--- config.mk ---
export PLATFORM = sky130hd
export DESIGN_NAME = polygon_sat_overlap
export DESIGN_NICKNAME = d
export VERILOG_FILES = /design/src/rtl/psat_pkg.sv /design/src/rtl/psat_vstore.sv /design/src/rtl/psat_proj.sv /design/src/rtl/polygon_sat_overlap.sv
export VERILOG_INCLUDE_DIRS = /design/src /design/src/rtl
export SDC_FILE = /design/constraint.sdc
export NUM_CORES = 2
export LEC_CHECK = 0
export BUFFER_PORTS_ARGS = -buffer_cell sky130_fd_sc_hd__buf_2
export CORE_MARGIN = 2
export CORE_UTILIZATION = 35
export DETAILED_ROUTE_END_ITERATION = 8
export PLACE_DENSITY_LB_ADDON = 0.1
export SLEW_MARGIN = 20
export SYNTH_ARGS = -nofsm -noshare
export SYNTH_HDL_FRONTEND = slang
export SYNTH_SLANG_ARGS = --single-unit
--- constraint.sdc ---
create_clock -name clock -period 10.05 [get_ports clock]
set_clock_uncertainty 0.2 [all_clocks]
set_input_delay 0.5025 -clock clock [delete_from_list [all_inputs] [get_ports clock]]
set_output_delay 0.5025 -clock clock [all_outputs]
set_load 0.02 [all_outputs]
--- src/rtl/polygon_sat_overlap_macros.svh ---
// Assertion helpers shared by the polygon overlap RTL.
`ifndef POLYGON_SAT_OVERLAP_MACROS_SVH
`define POLYGON_SAT_OVERLAP_MACROS_SVH

// same-cycle implication
`define PSAT_ASSERT_IMP(label, clk, rst, ante, cons, msg) \
   label: assert property (@(posedge clk) disable iff (rst) (ante) |-> (cons)) \
      else $error(msg);

// next-cycle implication
`define PSAT_ASSERT_NXT(label, clk, rst, ante, cons, msg) \
   label: assert property (@(posedge clk) disable iff (rst) (ante) |=> (cons)) \
      else $error(msg);

`endif

--- src/rtl/psat_pkg.sv ---
package psat_pkg;

   localparam int COORD_BITS    = 16;
   localparam int MAX_VERTS_DEF = 16;
   localparam int WIDE_BITS     = COORD_BITS + 1;
   localparam int PROD_BITS     = 2 * WIDE_BITS;
   localparam int PROJ_BITS     = PROD_BITS + 1;
   localparam int DRAIN_CYCLES  = 2;
   localparam int DRAIN_W       = 2;

   localparam logic POLY_A = 1'b0;
   localparam logic POLY_B = 1'b1;

   typedef logic signed [COORD_BITS-1:0] coord_type;
   typedef logic signed [WIDE_BITS-1:0]  wide_type;
   typedef logic signed [PROD_BITS-1:0]  prod_type;
   typedef logic signed [PROJ_BITS-1:0]  proj_type;

   typedef struct packed {
      logic      polygon_sel;
      coord_type vertex_x;
      coord_type vertex_y;
      coord_type origin_x;
      coord_type origin_y;
      logic      last_vertex;
   } req_type;

   typedef struct packed {
      logic overlap;
      logic too_many;
   } rsp_type;

   typedef struct packed {
      coord_type x;
      coord_type y;
   } vert_type;

   // control that rides along with each multiply
   typedef struct packed {
      logic first;   // x product: starts a new dot product
      logic last;    // y product: dot product complete
      logic tag;     // polygon the projected vertex belongs to
      logic vfirst;  // first vertex of that polygon on this axis
   } mac_op_type;

endpackage

--- src/rtl/psat_vstore.sv ---
module psat_vstore #(
   parameter int MAX_VERTS = psat_pkg::MAX_VERTS_DEF,
   parameter int IDX_W     = $clog2(MAX_VERTS)
) (
   input  logic               clock,
   input  logic               wr_en,
   input  logic               wr_sel,
   input  logic [IDX_W-1:0]   wr_addr,
   input  psat_pkg::vert_type wr_data,
   input  logic               rd_en,
   input  logic               rd_sel,
   input  logic [IDX_W-1:0]   rd_addr,
   output psat_pkg::vert_type rd_data
);
   import psat_pkg::*;

   vert_type mem_a_ff [MAX_VERTS];
   vert_type mem_b_ff [MAX_VERTS];
   vert_type rd_a_ff;
   vert_type rd_b_ff;
   logic     rd_sel_ff;

   always_ff @(posedge clock) begin
      if (wr_en && wr_sel == POLY_A) begin
         mem_a_ff[wr_addr] <= wr_data;
      end
      if (wr_en && wr_sel == POLY_B) begin
         mem_b_ff[wr_addr] <= wr_data;
      end
      if (rd_en) begin
         rd_a_ff   <= mem_a_ff[rd_addr];
         rd_b_ff   <= mem_b_ff[rd_addr];
         rd_sel_ff <= rd_sel;
      end
   end

   assign rd_data = (rd_sel_ff == POLY_B) ? rd_b_ff : rd_a_ff;

endmodule

--- src/rtl/psat_proj.sv ---
module psat_proj (
   input  logic                 clock,
   input  logic                 reset,
   input  logic                 op_valid,
   input  psat_pkg::mac_op_type op,
   input  psat_pkg::wide_type   mul_a,
   input  psat_pkg::wide_type   mul_b,
   output logic                 gap
);
   import psat_pkg::*;

   prod_type   prod_ff;
   mac_op_type op_ff;
   logic       op_valid_ff;
   proj_type   acc_ff;
   logic       acc_valid_ff;
   logic       acc_tag_ff;
   logic       acc_vfirst_ff;
   proj_type   lo_a_ff;
   proj_type   hi_a_ff;
   proj_type   lo_b_ff;
   proj_type   hi_b_ff;

   always_ff @(posedge clock) begin
      if (reset) begin
         op_valid_ff  <= 1'b0;
         acc_valid_ff <= 1'b0;
      end else begin
         op_valid_ff  <= op_valid;
         acc_valid_ff <= op_valid_ff && op_ff.last;
      end
   end

   // multiply, then accumulate x and y terms, then fold into the intervals
   always_ff @(posedge clock) begin
      prod_ff <= prod_type'(mul_a) * prod_type'(mul_b);
      op_ff   <= op;
      if (op_valid_ff) begin
         acc_ff        <= op_ff.first ? proj_type'(prod_ff) : acc_ff + proj_type'(prod_ff);
         acc_tag_ff    <= op_ff.tag;
         acc_vfirst_ff <= op_ff.vfirst;
      end
      if (acc_valid_ff && acc_tag_ff == POLY_A) begin
         if (acc_vfirst_ff || acc_ff < lo_a_ff) lo_a_ff <= acc_ff;
         if (acc_vfirst_ff || acc_ff > hi_a_ff) hi_a_ff <= acc_ff;
      end
      if (acc_valid_ff && acc_tag_ff == POLY_B) begin
         if (acc_vfirst_ff || acc_ff < lo_b_ff) lo_b_ff <= acc_ff;
         if (acc_vfirst_ff || acc_ff > hi_b_ff) hi_b_ff <= acc_ff;
      end
   end

   // touching intervals are not a gap
   assign gap = (hi_a_ff < lo_b_ff) || (hi_b_ff < lo_a_ff);

endmodule

--- src/rtl/polygon_sat_overlap.sv ---
// Separating-axis overlap test for two convex 2D polygons.
// Request channel (req_valid / req_stall / req_data): one vertex per request,
// all of polygon A, then all of polygon B; last_vertex marks each polygon's end.
// Vertex requests see no stall while idle. Only the last vertex of B starts a
// test; the block stalls requests until its result sits in the output register.
// A test takes the normal of each edge of A, then of B, as an axis and ends
// early when an axis separates. On each axis, every stored vertex of both
// polygons costs an x pass and a y pass through the one shared 17x17
// multiplier; each axis adds three vertex-memory reads, a drain and a check.
// Up to MAX_VERTS vertices are kept per polygon; more set too_many.
// Result channel (rsp_valid / rsp_stall / rsp_data): one result per pair,
// held in a register; while the receiver stalls, vertices of the next pair are
// still taken, and a following test waits for the register to free up.
// Reset clears counts, positions and the pending result; vertex memory is not
// cleared, and only entries below the counts are ever read.
`include "polygon_sat_overlap_macros.svh"

module polygon_sat_overlap #(
   parameter int MAX_VERTS = psat_pkg::MAX_VERTS_DEF
) (
   input  logic              clock,
   input  logic              reset,
   input  logic              req_valid,
   output logic              req_stall,
   input  psat_pkg::req_type req_data,
   output logic              rsp_valid,
   input  logic              rsp_stall,
   output psat_pkg::rsp_type rsp_data
);
   import psat_pkg::*;

   localparam int IDX_W = $clog2(MAX_VERTS);
   localparam int CNT_W = $clog2(MAX_VERTS + 1);
   localparam logic [CNT_W-1:0] MAX_CNT = CNT_W'(MAX_VERTS);

   typedef enum logic [8:0] {
      S_IDLE  = 9'b000000001,
      S_START = 9'b000000010,
      S_EDGE0 = 9'b000000100,
      S_EDGE1 = 9'b000001000,
      S_EDGE2 = 9'b000010000,
      S_PROJ  = 9'b000100000,
      S_DRAIN = 9'b001000000,
      S_CHECK = 9'b010000000,
      S_DONE  = 9'b100000000
   } state_type;

   state_type          state_ff,      state_in;
   logic [CNT_W-1:0]   count_a_ff,    count_a_in;
   logic [CNT_W-1:0]   count_b_ff,    count_b_in;
   logic               ovf_ff,        ovf_in;
   vert_type           pos_a_ff,      pos_a_in;
   vert_type           pos_b_ff,      pos_b_in;
   logic               axis_poly_ff,  axis_poly_in;
   logic [IDX_W-1:0]   axis_idx_ff,   axis_idx_in;
   logic               proj_poly_ff,  proj_poly_in;
   logic [IDX_W-1:0]   proj_idx_ff,   proj_idx_in;
   logic               phase_ff,      phase_in;
   logic [DRAIN_W-1:0] drain_ff,      drain_in;
   vert_type           vi_ff,         vi_in;
   wide_type           ax_ff,         ax_in;
   wide_type           ay_ff,         ay_in;
   logic               hit_ff,        hit_in;
   logic               rsp_valid_ff,  rsp_valid_in;
   rsp_type            rsp_ff,        rsp_in;

   logic               wr_en;
   logic [IDX_W-1:0]   wr_addr;
   vert_type           wr_data;
   logic               rd_en;
   logic               rd_sel;
   logic [IDX_W-1:0]   rd_addr;
   vert_type           rd_data;

   logic               op_valid;
   mac_op_type         op;
   wide_type           mul_a;
   wide_type           mul_b;
   logic               gap;

   logic [CNT_W-1:0]   axis_cnt;
   logic [CNT_W-1:0]   proj_cnt;
   logic               axis_last;
   logic               proj_last;
   vert_type           pos_sel;
   logic               rsp_take;

   psat_vstore #(
      .MAX_VERTS (MAX_VERTS),
      .IDX_W     (IDX_W)
   ) u_vstore (
      .clock   (clock),
      .wr_en   (wr_en),
      .wr_sel  (req_data.polygon_sel),
      .wr_addr (wr_addr),
      .wr_data (wr_data),
      .rd_en   (rd_en),
      .rd_sel  (rd_sel),
      .rd_addr (rd_addr),
      .rd_data (rd_data)
   );

   psat_proj u_proj (
      .clock    (clock),
      .reset    (reset),
      .op_valid (op_valid),
      .op       (op),
      .mul_a    (mul_a),
      .mul_b    (mul_b),
      .gap      (gap)
   );

   assign axis_cnt  = (axis_poly_ff == POLY_B) ? count_b_ff : count_a_ff;
   assign proj_cnt  = (proj_poly_ff == POLY_B) ? count_b_ff : count_a_ff;
   assign axis_last = (CNT_W'(axis_idx_ff) + 1'b1) == axis_cnt;
   assign proj_last = (CNT_W'(proj_idx_ff) + 1'b1) == proj_cnt;
   assign pos_sel   = (proj_poly_ff == POLY_B) ? pos_b_ff : pos_a_ff;
   assign rsp_take  = rsp_valid_ff && !rsp_stall;
   assign wr_data   = '{x: req_data.vertex_x, y: req_data.vertex_y};

   always_comb begin
      state_in     = state_ff;
      count_a_in   = count_a_ff;
      count_b_in   = count_b_ff;
      ovf_in       = ovf_ff;
      pos_a_in     = pos_a_ff;
      pos_b_in     = pos_b_ff;
      axis_poly_in = axis_poly_ff;
      axis_idx_in  = axis_idx_ff;
      proj_poly_in = proj_poly_ff;
      proj_idx_in  = proj_idx_ff;
      phase_in     = phase_ff;
      drain_in     = drain_ff;
      vi_in        = vi_ff;
      ax_in        = ax_ff;
      ay_in        = ay_ff;
      hit_in       = hit_ff;
      rsp_valid_in = rsp_valid_ff && !rsp_take;
      rsp_in       = rsp_ff;
      wr_en        = 1'b0;
      wr_addr      = '0;
      rd_en        = 1'b0;
      rd_sel       = POLY_A;
      rd_addr      = '0;
      op_valid     = 1'b0;
      op           = '0;
      mul_a        = ax_ff;
      mul_b        = '0;

      unique case (state_ff)
         S_IDLE: begin
            if (req_valid) begin
               if (req_data.polygon_sel == POLY_A) begin
                  pos_a_in = '{x: req_data.origin_x, y: req_data.origin_y};
                  if (count_a_ff < MAX_CNT) begin
                     wr_en      = 1'b1;
                     wr_addr    = count_a_ff[IDX_W-1:0];
                     count_a_in = count_a_ff + 1'b1;
                  end else begin
                     ovf_in = 1'b1;
                  end
               end else begin
                  pos_b_in = '{x: req_data.origin_x, y: req_data.origin_y};
                  if (count_b_ff < MAX_CNT) begin
                     wr_en      = 1'b1;
                     wr_addr    = count_b_ff[IDX_W-1:0];
                     count_b_in = count_b_ff + 1'b1;
                  end else begin
                     ovf_in = 1'b1;
                  end
               end
               if (req_data.polygon_sel == POLY_B && req_data.last_vertex) begin
                  state_in = S_START;
               end
            end
         end
         S_START: begin
            if (count_a_ff == '0 || count_b_ff == '0) begin
               hit_in   = 1'b0;
               state_in = S_DONE;
            end else begin
               axis_poly_in = POLY_A;
               axis_idx_in  = '0;
               state_in     = S_EDGE0;
            end
         end
         S_EDGE0: begin
            rd_en    = 1'b1;
            rd_sel   = axis_poly_ff;
            rd_addr  = axis_idx_ff;
            state_in = S_EDGE1;
         end
         S_EDGE1: begin
            // edge end point wraps to vertex zero
            vi_in    = rd_data;
            rd_en    = 1'b1;
            rd_sel   = axis_poly_ff;
            rd_addr  = axis_last ? '0 : axis_idx_ff + 1'b1;
            state_in = S_EDGE2;
         end
         S_EDGE2: begin
            ax_in        = wide_type'(rd_data.y) - wide_type'(vi_ff.y);
            ay_in        = wide_type'(vi_ff.x) - wide_type'(rd_data.x);
            rd_en        = 1'b1;
            rd_sel       = POLY_A;
            rd_addr      = '0;
            proj_poly_in = POLY_A;
            proj_idx_in  = '0;
            phase_in     = 1'b0;
            state_in     = S_PROJ;
         end
         S_PROJ: begin
            op_valid  = 1'b1;
            op.tag    = proj_poly_ff;
            op.vfirst = (proj_idx_ff == '0);
            if (!phase_ff) begin
               op.first = 1'b1;
               mul_a    = ax_ff;
               mul_b    = wide_type'(pos_sel.x) + wide_type'(rd_data.x);
               phase_in = 1'b1;
            end else begin
               op.last  = 1'b1;
               mul_a    = ay_ff;
               mul_b    = wide_type'(pos_sel.y) + wide_type'(rd_data.y);
               phase_in = 1'b0;
               if (!proj_last) begin
                  rd_en       = 1'b1;
                  rd_sel      = proj_poly_ff;
                  rd_addr     = proj_idx_ff + 1'b1;
                  proj_idx_in = proj_idx_ff + 1'b1;
               end else if (proj_poly_ff == POLY_A) begin
                  rd_en        = 1'b1;
                  rd_sel       = POLY_B;
                  rd_addr      = '0;
                  proj_poly_in = POLY_B;
                  proj_idx_in  = '0;
               end else begin
                  drain_in = DRAIN_W'(DRAIN_CYCLES - 1);
                  state_in = S_DRAIN;
               end
            end
         end
         S_DRAIN: begin
            // let the last product reach the interval registers
            if (drain_ff == '0) begin
               state_in = S_CHECK;
            end else begin
               drain_in = drain_ff - 1'b1;
            end
         end
         S_CHECK: begin
            if (gap) begin
               hit_in   = 1'b0;
               state_in = S_DONE;
            end else if (!axis_last) begin
               axis_idx_in = axis_idx_ff + 1'b1;
               state_in    = S_EDGE0;
            end else if (axis_poly_ff == POLY_A) begin
               axis_poly_in = POLY_B;
               axis_idx_in  = '0;
               state_in     = S_EDGE0;
            end else begin
               hit_in   = 1'b1;
               state_in = S_DONE;
            end
         end
         S_DONE: begin
            if (!rsp_valid_ff || rsp_take) begin
               rsp_valid_in    = 1'b1;
               rsp_in.overlap  = hit_ff;
               rsp_in.too_many = ovf_ff;
               count_a_in      = '0;
               count_b_in      = '0;
               ovf_in          = 1'b0;
               state_in        = S_IDLE;
            end
         end
         default: begin
            state_in = S_IDLE;
         end
      endcase
   end

   always_ff @(posedge clock) begin
      if (reset) begin
         state_ff     <= S_IDLE;
         count_a_ff   <= '0;
         count_b_ff   <= '0;
         ovf_ff       <= 1'b0;
         pos_a_ff     <= '0;
         pos_b_ff     <= '0;
         rsp_valid_ff <= 1'b0;
      end else begin
         state_ff     <= state_in;
         count_a_ff   <= count_a_in;
         count_b_ff   <= count_b_in;
         ovf_ff       <= ovf_in;
         pos_a_ff     <= pos_a_in;
         pos_b_ff     <= pos_b_in;
         rsp_valid_ff <= rsp_valid_in;
      end
   end

   always_ff @(posedge clock) begin
      axis_poly_ff <= axis_poly_in;
      axis_idx_ff  <= axis_idx_in;
      proj_poly_ff <= proj_poly_in;
      proj_idx_ff  <= proj_idx_in;
      phase_ff     <= phase_in;
      drain_ff     <= drain_in;
      vi_ff        <= vi_in;
      ax_ff        <= ax_in;
      ay_ff        <= ay_in;
      hit_ff       <= hit_in;
      rsp_ff       <= rsp_in;
   end

   assign req_stall = (state_ff != S_IDLE);
   assign rsp_valid = rsp_valid_ff;
   assign rsp_data  = rsp_ff;

   `PSAT_ASSERT_IMP(a_count_bound, clock, reset, 1'b1,
      count_a_ff <= MAX_CNT && count_b_ff <= MAX_CNT, "vertex count beyond store depth")
   `PSAT_ASSERT_IMP(a_proj_in_range, clock, reset, state_ff == S_PROJ,
      CNT_W'(proj_idx_ff) < proj_cnt, "projection reads past stored vertices")
   `PSAT_ASSERT_NXT(a_clear_after_result, clock, reset,
      state_ff == S_DONE && (!rsp_valid_ff || !rsp_stall),
      count_a_ff == '0 && count_b_ff == '0 && !ovf_ff, "pair state not cleared after result")
   `PSAT_ASSERT_IMP(a_rsp_from_done, clock, reset, $rose(rsp_valid_ff),
      $past(state_ff) == S_DONE, "result raised outside of completion")

endmodule
* Word level (Yosys, flattened, before mapping) *
Memories as Yosys holds them, arrays and structs flattened. A register that Yosys moved wholly into a read port is not among the register bits.
Cells that the tools add are included.

cells by class
  add/sub/neg operators = 12
  $mul = 1
  div/mod/pow operators = 0
  $lt $le $gt $ge = 8
  equal/unequal tests = 34
  shift-type cells = 0
  muxes and demuxes = 93
  bitwise gates (word level) = 2
  reduce and logical (&&, ||, !) cells = 45

operators with widths
  operator                                      count
  < comparator 35 bit                           4
  2-to-1 mux 9 bit                              11
  case mux 9 bit (9 select lines)               1
  greater-than comparator 35 bit                2
  2-to-1 mux 17 bit                             4
  2-to-1 mux 32 bit                             2
  2-to-1 mux 4 bit                              15
  2-to-1 mux 5 bit                              9
  adder 35 x 34 -> 35 bit                       1
  2-to-1 mux 35 bit                             1
  adder 16 x 16 -> 17 bit                       2
  multiplier 17 x 17 -> 34 bit                  1
  subtractor 16 x 16 -> 17 bit                  2
  2-to-1 mux 1 bit                              33
  inequality test 2 bit, second input constant  16
  case mux 5 bit (2 select lines)               2
  AND reduction 5 bit                           4
  inequality test 3 bit, second input constant  6
  case mux 4 bit (2 select lines)               2
  case mux 1 bit (2 select lines)               7
  case mux 4 bit (3 select lines)               1
  AND reduction 3 bit                           4
  AND reduction 4 bit                           3
  adder 4 x 1 -> 5 bit, second input constant   2
  other kinds (29)                              60

storage, ports and cells
  flip-flop bits (word level) = 385
  bits in latches = 0
  memory bits (writable) = 1024
  memory bits (read-only) = 0
  bits of input ports = 70
  output and inout port bits = 4
  word-level logic and storage cells = 234
  memories kept = 2

memories
  name               words  bits a word  rd ports  clocked after memory_dff  write ports  RTL line           source
  u_vstore.mem_a_ff  16     32           1         1                         1            psat_vstore.sv:17  vert_type mem_a_ff [MAX_VERTS];
  u_vstore.mem_b_ff  16     32           1         1                         1            psat_vstore.sv:18  vert_type mem_b_ff [MAX_VERTS];

* Longest topological paths before layout *
  depth in word-level cells = 8
  depth in mapped cells = 41
  gate-level depth less buffers = 37

* Modules after synthesis *
A second synthesis with hierarchy kept.

second synthesis, totals
  cells, all modules = 5226
  area, all modules = 74976.9 sq um

by module, submodules not included
  module               times used  cells an instance  area an instance (sq um)  seq. area each (sq um)
  psat_vstore          1           1712               40735.3                   32701.4
  psat_proj            1           2383               24145.7                   6115.9
  polygon_sat_overlap  1           1131               10095.9                   4164.0

* Least setup slack after synthesis *
No wires, ideal clock.

  path kind = register -> register
  start = register u_vstore.rd_sel_ff
  end = register u_proj.prod_ff[33]
  setup time = 72 ps
  data arrival time = 8994 ps
  required time = 9778 ps
  slack = 783 ps
  stages on the path, launching flop included = 34
  path buffers = 3
  period minus slack after synthesis = 9267 ps
  cells stage by stage = edfxtp_1 > clkbuf_1 > buf_1 > mux2i_1 > inv_1 > ha_1 > a21oi_1 > o211ai_1 > o2111ai_1 > a21boi_0 > o31ai_1 > a21oi_1 > o21a_1 > or3_1 > a32oi_1 > buf_2 > nor2_1 > fa_1 > fa_1 > fa_1 > fa_1 > fa_1 > fa_1 > ha_1 > a2111oi_0 > o2111ai_1 > a211o_1 > nand2_1 > o311ai_0 > o211ai_1 > a22o_1 > o21ai_0 > a21oi_1 > xnor2_1

RTL lines
  what                    RTL line           source
  start, declared         psat_vstore.sv:21  logic rd_sel_ff;
  start signal, assigned  psat_vstore.sv:33  rd_sel_ff <= rd_sel;
  end signal, assigned    psat_proj.sv:36    prod_ff <= prod_type'(mul_a) * prod_type'(mul_b);
  end, declared           psat_proj.sv:12    prod_type prod_ff;

==> qor.txt <==
outcome: finished clean
yosys warns: 0
number of flops mapped to enable cells by yosys: 1348
Mapped Area: 0.0766 sq mm
WHS Endpoint: ovf_ff
most common cell in the netlist: edfxtp_1
Iter 0 DRT Violations: 3640
Hold Crit Start: req_valid
Power Density: 155 mW/mm^2
post-DR vias/cell: 5.11
Post-Route WL: 231000 um
async set-or-reset flop fraction in the synthesized netlist: 0%
top post-synthesis cells by area: edfxtp_1 53%, fa_1 7.9%, ha_1 6.5%
cell taking the most area after synthesis: edfxtp_1
mux share of post-synthesis cell area: 3.92%
GRT Total Usage: 20.5%
hold path depth: 4
root buffer selected by CTS: clkbuf_16
Slowest cell on crit path: fa_1
first-pass GRT wire length: 337000 um
cell mode on critical path: fa_1
CTS Buf Count: 166
Max clock buf depth: 3
Port-buffer cells: 73
hold_ws: 105 ps
Vias: 49300
CP endpoint kind: flip-flop
Main synth FF type: edfxtp_1
Area Overhead vs Synth: 13.2%
Arrival @ worst endpoint: 10100 ps
HP Class: input pin to flip-flop
Initial Util: 35.2%
fillers: 20800
worst skew pair latency: 830 ps
Synth top area share: 52.9%
Synth Area in Compound Gates: 7.28%
WS Path Type: flip-flop to flip-flop
fin crit share: 95.1%
core area: 0.217 sq mm
Detailed Routing Iterations Pass 1: 5
launch point of the worst reg-to-reg path: u_vstore.rd_sel_ff
Post-Syn Instances: 6469
Adder-Cell Fraction of Synth Area: 14.4%
Leak: 32.7 nW
Synth Area in XOR/XNOR: 1.44%
largest net degree at the start of global routing: 141
Post-Synth Simple-Gate Area: 12.7%
number of distinct library cells after synthesis: 79
initial antenna violation count: 16
final slew viol count: 0
crit-path max FO: 18
Horiz. Die Dim: 472 um
WL/cell: 23.9 um
Worst R2R End: u_proj.prod_ff[33]
GP Congestion: 0.847
Placed Area: 0.0807 sq mm
Die Area: 0.222 sq mm
Reg clk slew, reported paths: 60 ps
layout cell share with drive strength beyond 1: 8.32%
maxcap violations: 0
Num Clock Sinks: 1473
aggregate global routing overflow: 0
CTS tree: built
Worst-Margin Slew: 1070 ps
Final Cell Area: 0.0867 sq mm
Setup crit start kind: flip-flop
# DRC: 0
Final Hold Vio Count: 0
Critical Path RT: 10590 ps
vias in the first global route: 49100
register area: 0.0430 sq mm
per-instance average area after synthesis: 11.8 sq um
r2r setup slk: 490 ps
Total Nets Final: 7429
Synth top cells by count: 1348 x edfxtp_1, 931 x nand2_1, 686 x nor2_1
HPWL after DPL: 141000 um
Final Power: 13.5 mW
VDD IR-drop max: 208 uV
Max H-tree Level: 4
final critical path time including I/O delays and setup: 9560 ps
main combinational cell family by area after synthesis: adder cells
Worst Reg-to-Reg Cells: 35
die height: 472 um
max incr delay on CP: 600 ps
Multi-input gate area: 0.0308 sq mm
remaining antenna violation count: 0
synthesis-stage register bit count: 1473
final-report setup violation count: 0
Post-Syn Nets: 7238
IO Pins: 74
Peak Freq: 0.105 GHz
Rel. slew slack: 27.4%
register area share after synthesis: 56.1%
row cnt: 171
[registers in the layout, summed over array words and instances, names as in the netlist, 34 cells and up]
name,cells
u_proj.prod_ff,34
u_proj.lo_b_ff,35
u_proj.hi_a_ff,35
u_vstore.mem_b_ff,512
u_proj.hi_b_ff,35
u_vstore.mem_a_ff,512
u_proj.acc_ff,35
u_proj.lo_a_ff,35
[worst max-delay path by stage]
| stage | start | endpoint | slack [ps] | cells after the start |
|---|---|---|---|---|
| after global placement | u_vstore.rd_sel_ff | u_proj.prod_ff[33] | 180 | 34 |
| final | u_vstore.rd_sel_ff | u_proj.prod_ff[33] | 490 | 35 |
| after floorplan | u_vstore.rd_sel_ff | u_proj.prod_ff[33] | 780 | 33 |
| after CTS | u_vstore.rd_sel_ff | u_proj.prod_ff[33] | 120 | 34 |
| after global routing | u_vstore.rd_sel_ff | u_proj.prod_ff[33] | -30 | 35 |
| after detailed placement | u_vstore.rd_sel_ff | u_proj.prod_ff[33] | 50 | 34 |
[logic make-up (layout without fill, tap and decap cells)]
group / Yosys count / in the layout
multiplexers: 293 / 293
buffers and inverters: 790 / 1110
adder cells (fa/ha/maj): 699 / 699
AO/OA/AOI/OAI: 864 / 864
AND/OR/NAND/NOR: 2224 / 2224
other: 0 / 5
XOR/XNOR: 126 / 126
flip-flops: 1473 / 1473
[per-layer routing]
metal / track usage [%] / vias to the layer above / share of wire, %
li1: - / 23200 / -
met1: 27.0 / 24900 / 44
met2: 36.2 / 900 / 51
met3: 2.40 / 277 / 3.6
met4: 4.66 / 10 / 2.0
met5: 0 / - / 0.027
[repair_timing]
action | CTS | global route
pin swaps | 0 | 1
buffers inserted | 0 | 2
endpoints found under the hold margin | 1065 | 0
hold buffers | 65 | 0
resized for setup | 1 | 18
endpoints found under the setup margin | 1 | 7
[layout by cell type, fill, tap and decap left out, types with 42 or more instances in the layout]
master and instances:
nor3_1 45, dfxtp_1 123, dlygate4sd3_1 65, o221ai_1 66
nand3_1 240, fa_1 302, ha_1 397, clkbuf_1 42
clkbuf_16 166, xnor2_1 80, mux2i_1 240, mux2_2 50
buf_4 129, nand2b_1 45, a21o_1 94, nor2_1 652
a32oi_1 65, buf_2 73, inv_1 534, o21ai_0 218
nand3b_1 74, a21oi_1 207, nand2_1 929, xor2_1 46
nand4_1 50, edfxtp_1 1348
[through the flow]
| step | std cells | util [%] | TNS, ps | worst slack [ps] |
|---|---|---|---|---|
| after floorplan | 6469 | - | 0 | 783 |
| after global placement | 9279 | 37.1 | 0 | 185 |
| after detailed placement | 9279 | 37.1 | 0 | 47.2 |
| after CTS | 9641 | 39.8 | 0 | 116 |
| after global routing | 9644 | 39.9 | -32.6 | -32.6 |
| final | 9648 | 39.9 | 0 | 493 |
[report_power, final]
| group | internal [mW] | switching, mW |
|---|---|---|
| clock network | 3.31 | 2.56 |
| logic | 0.227 | 0.535 |
| registers | 6.78 | 0.0392 |
[cell type report]
class	count	share of cell area [%]
Antenna cell	5	0.0144
Clock inverter	86	0.968
Clock buffer	211	5.02
Sequential cell	1473	49.6
Timing Repair Buffer	277	2.49
Tap cell	2854	4.12
Inverter	536	2.32
Multi-Input combinational cell	4206	35.5
[critical path, delay by kind of cell (launching register included)]
| kind | cells | cell delay [ps] |
|---|---|---|
| and+or+nand+nor | 4 | 560 |
| adders and majority gates | 9 | 3870 |
| muxes | 1 | 200 |
| xor gates and xnor gates | 2 | 260 |
| AOI/OAI and AO/OA | 13 | 2990 |
| buffers and inverters | 6 | 890 |
| DFF | 1 | 510 |
Note: power is estimated with default switching activity, not from simulation.
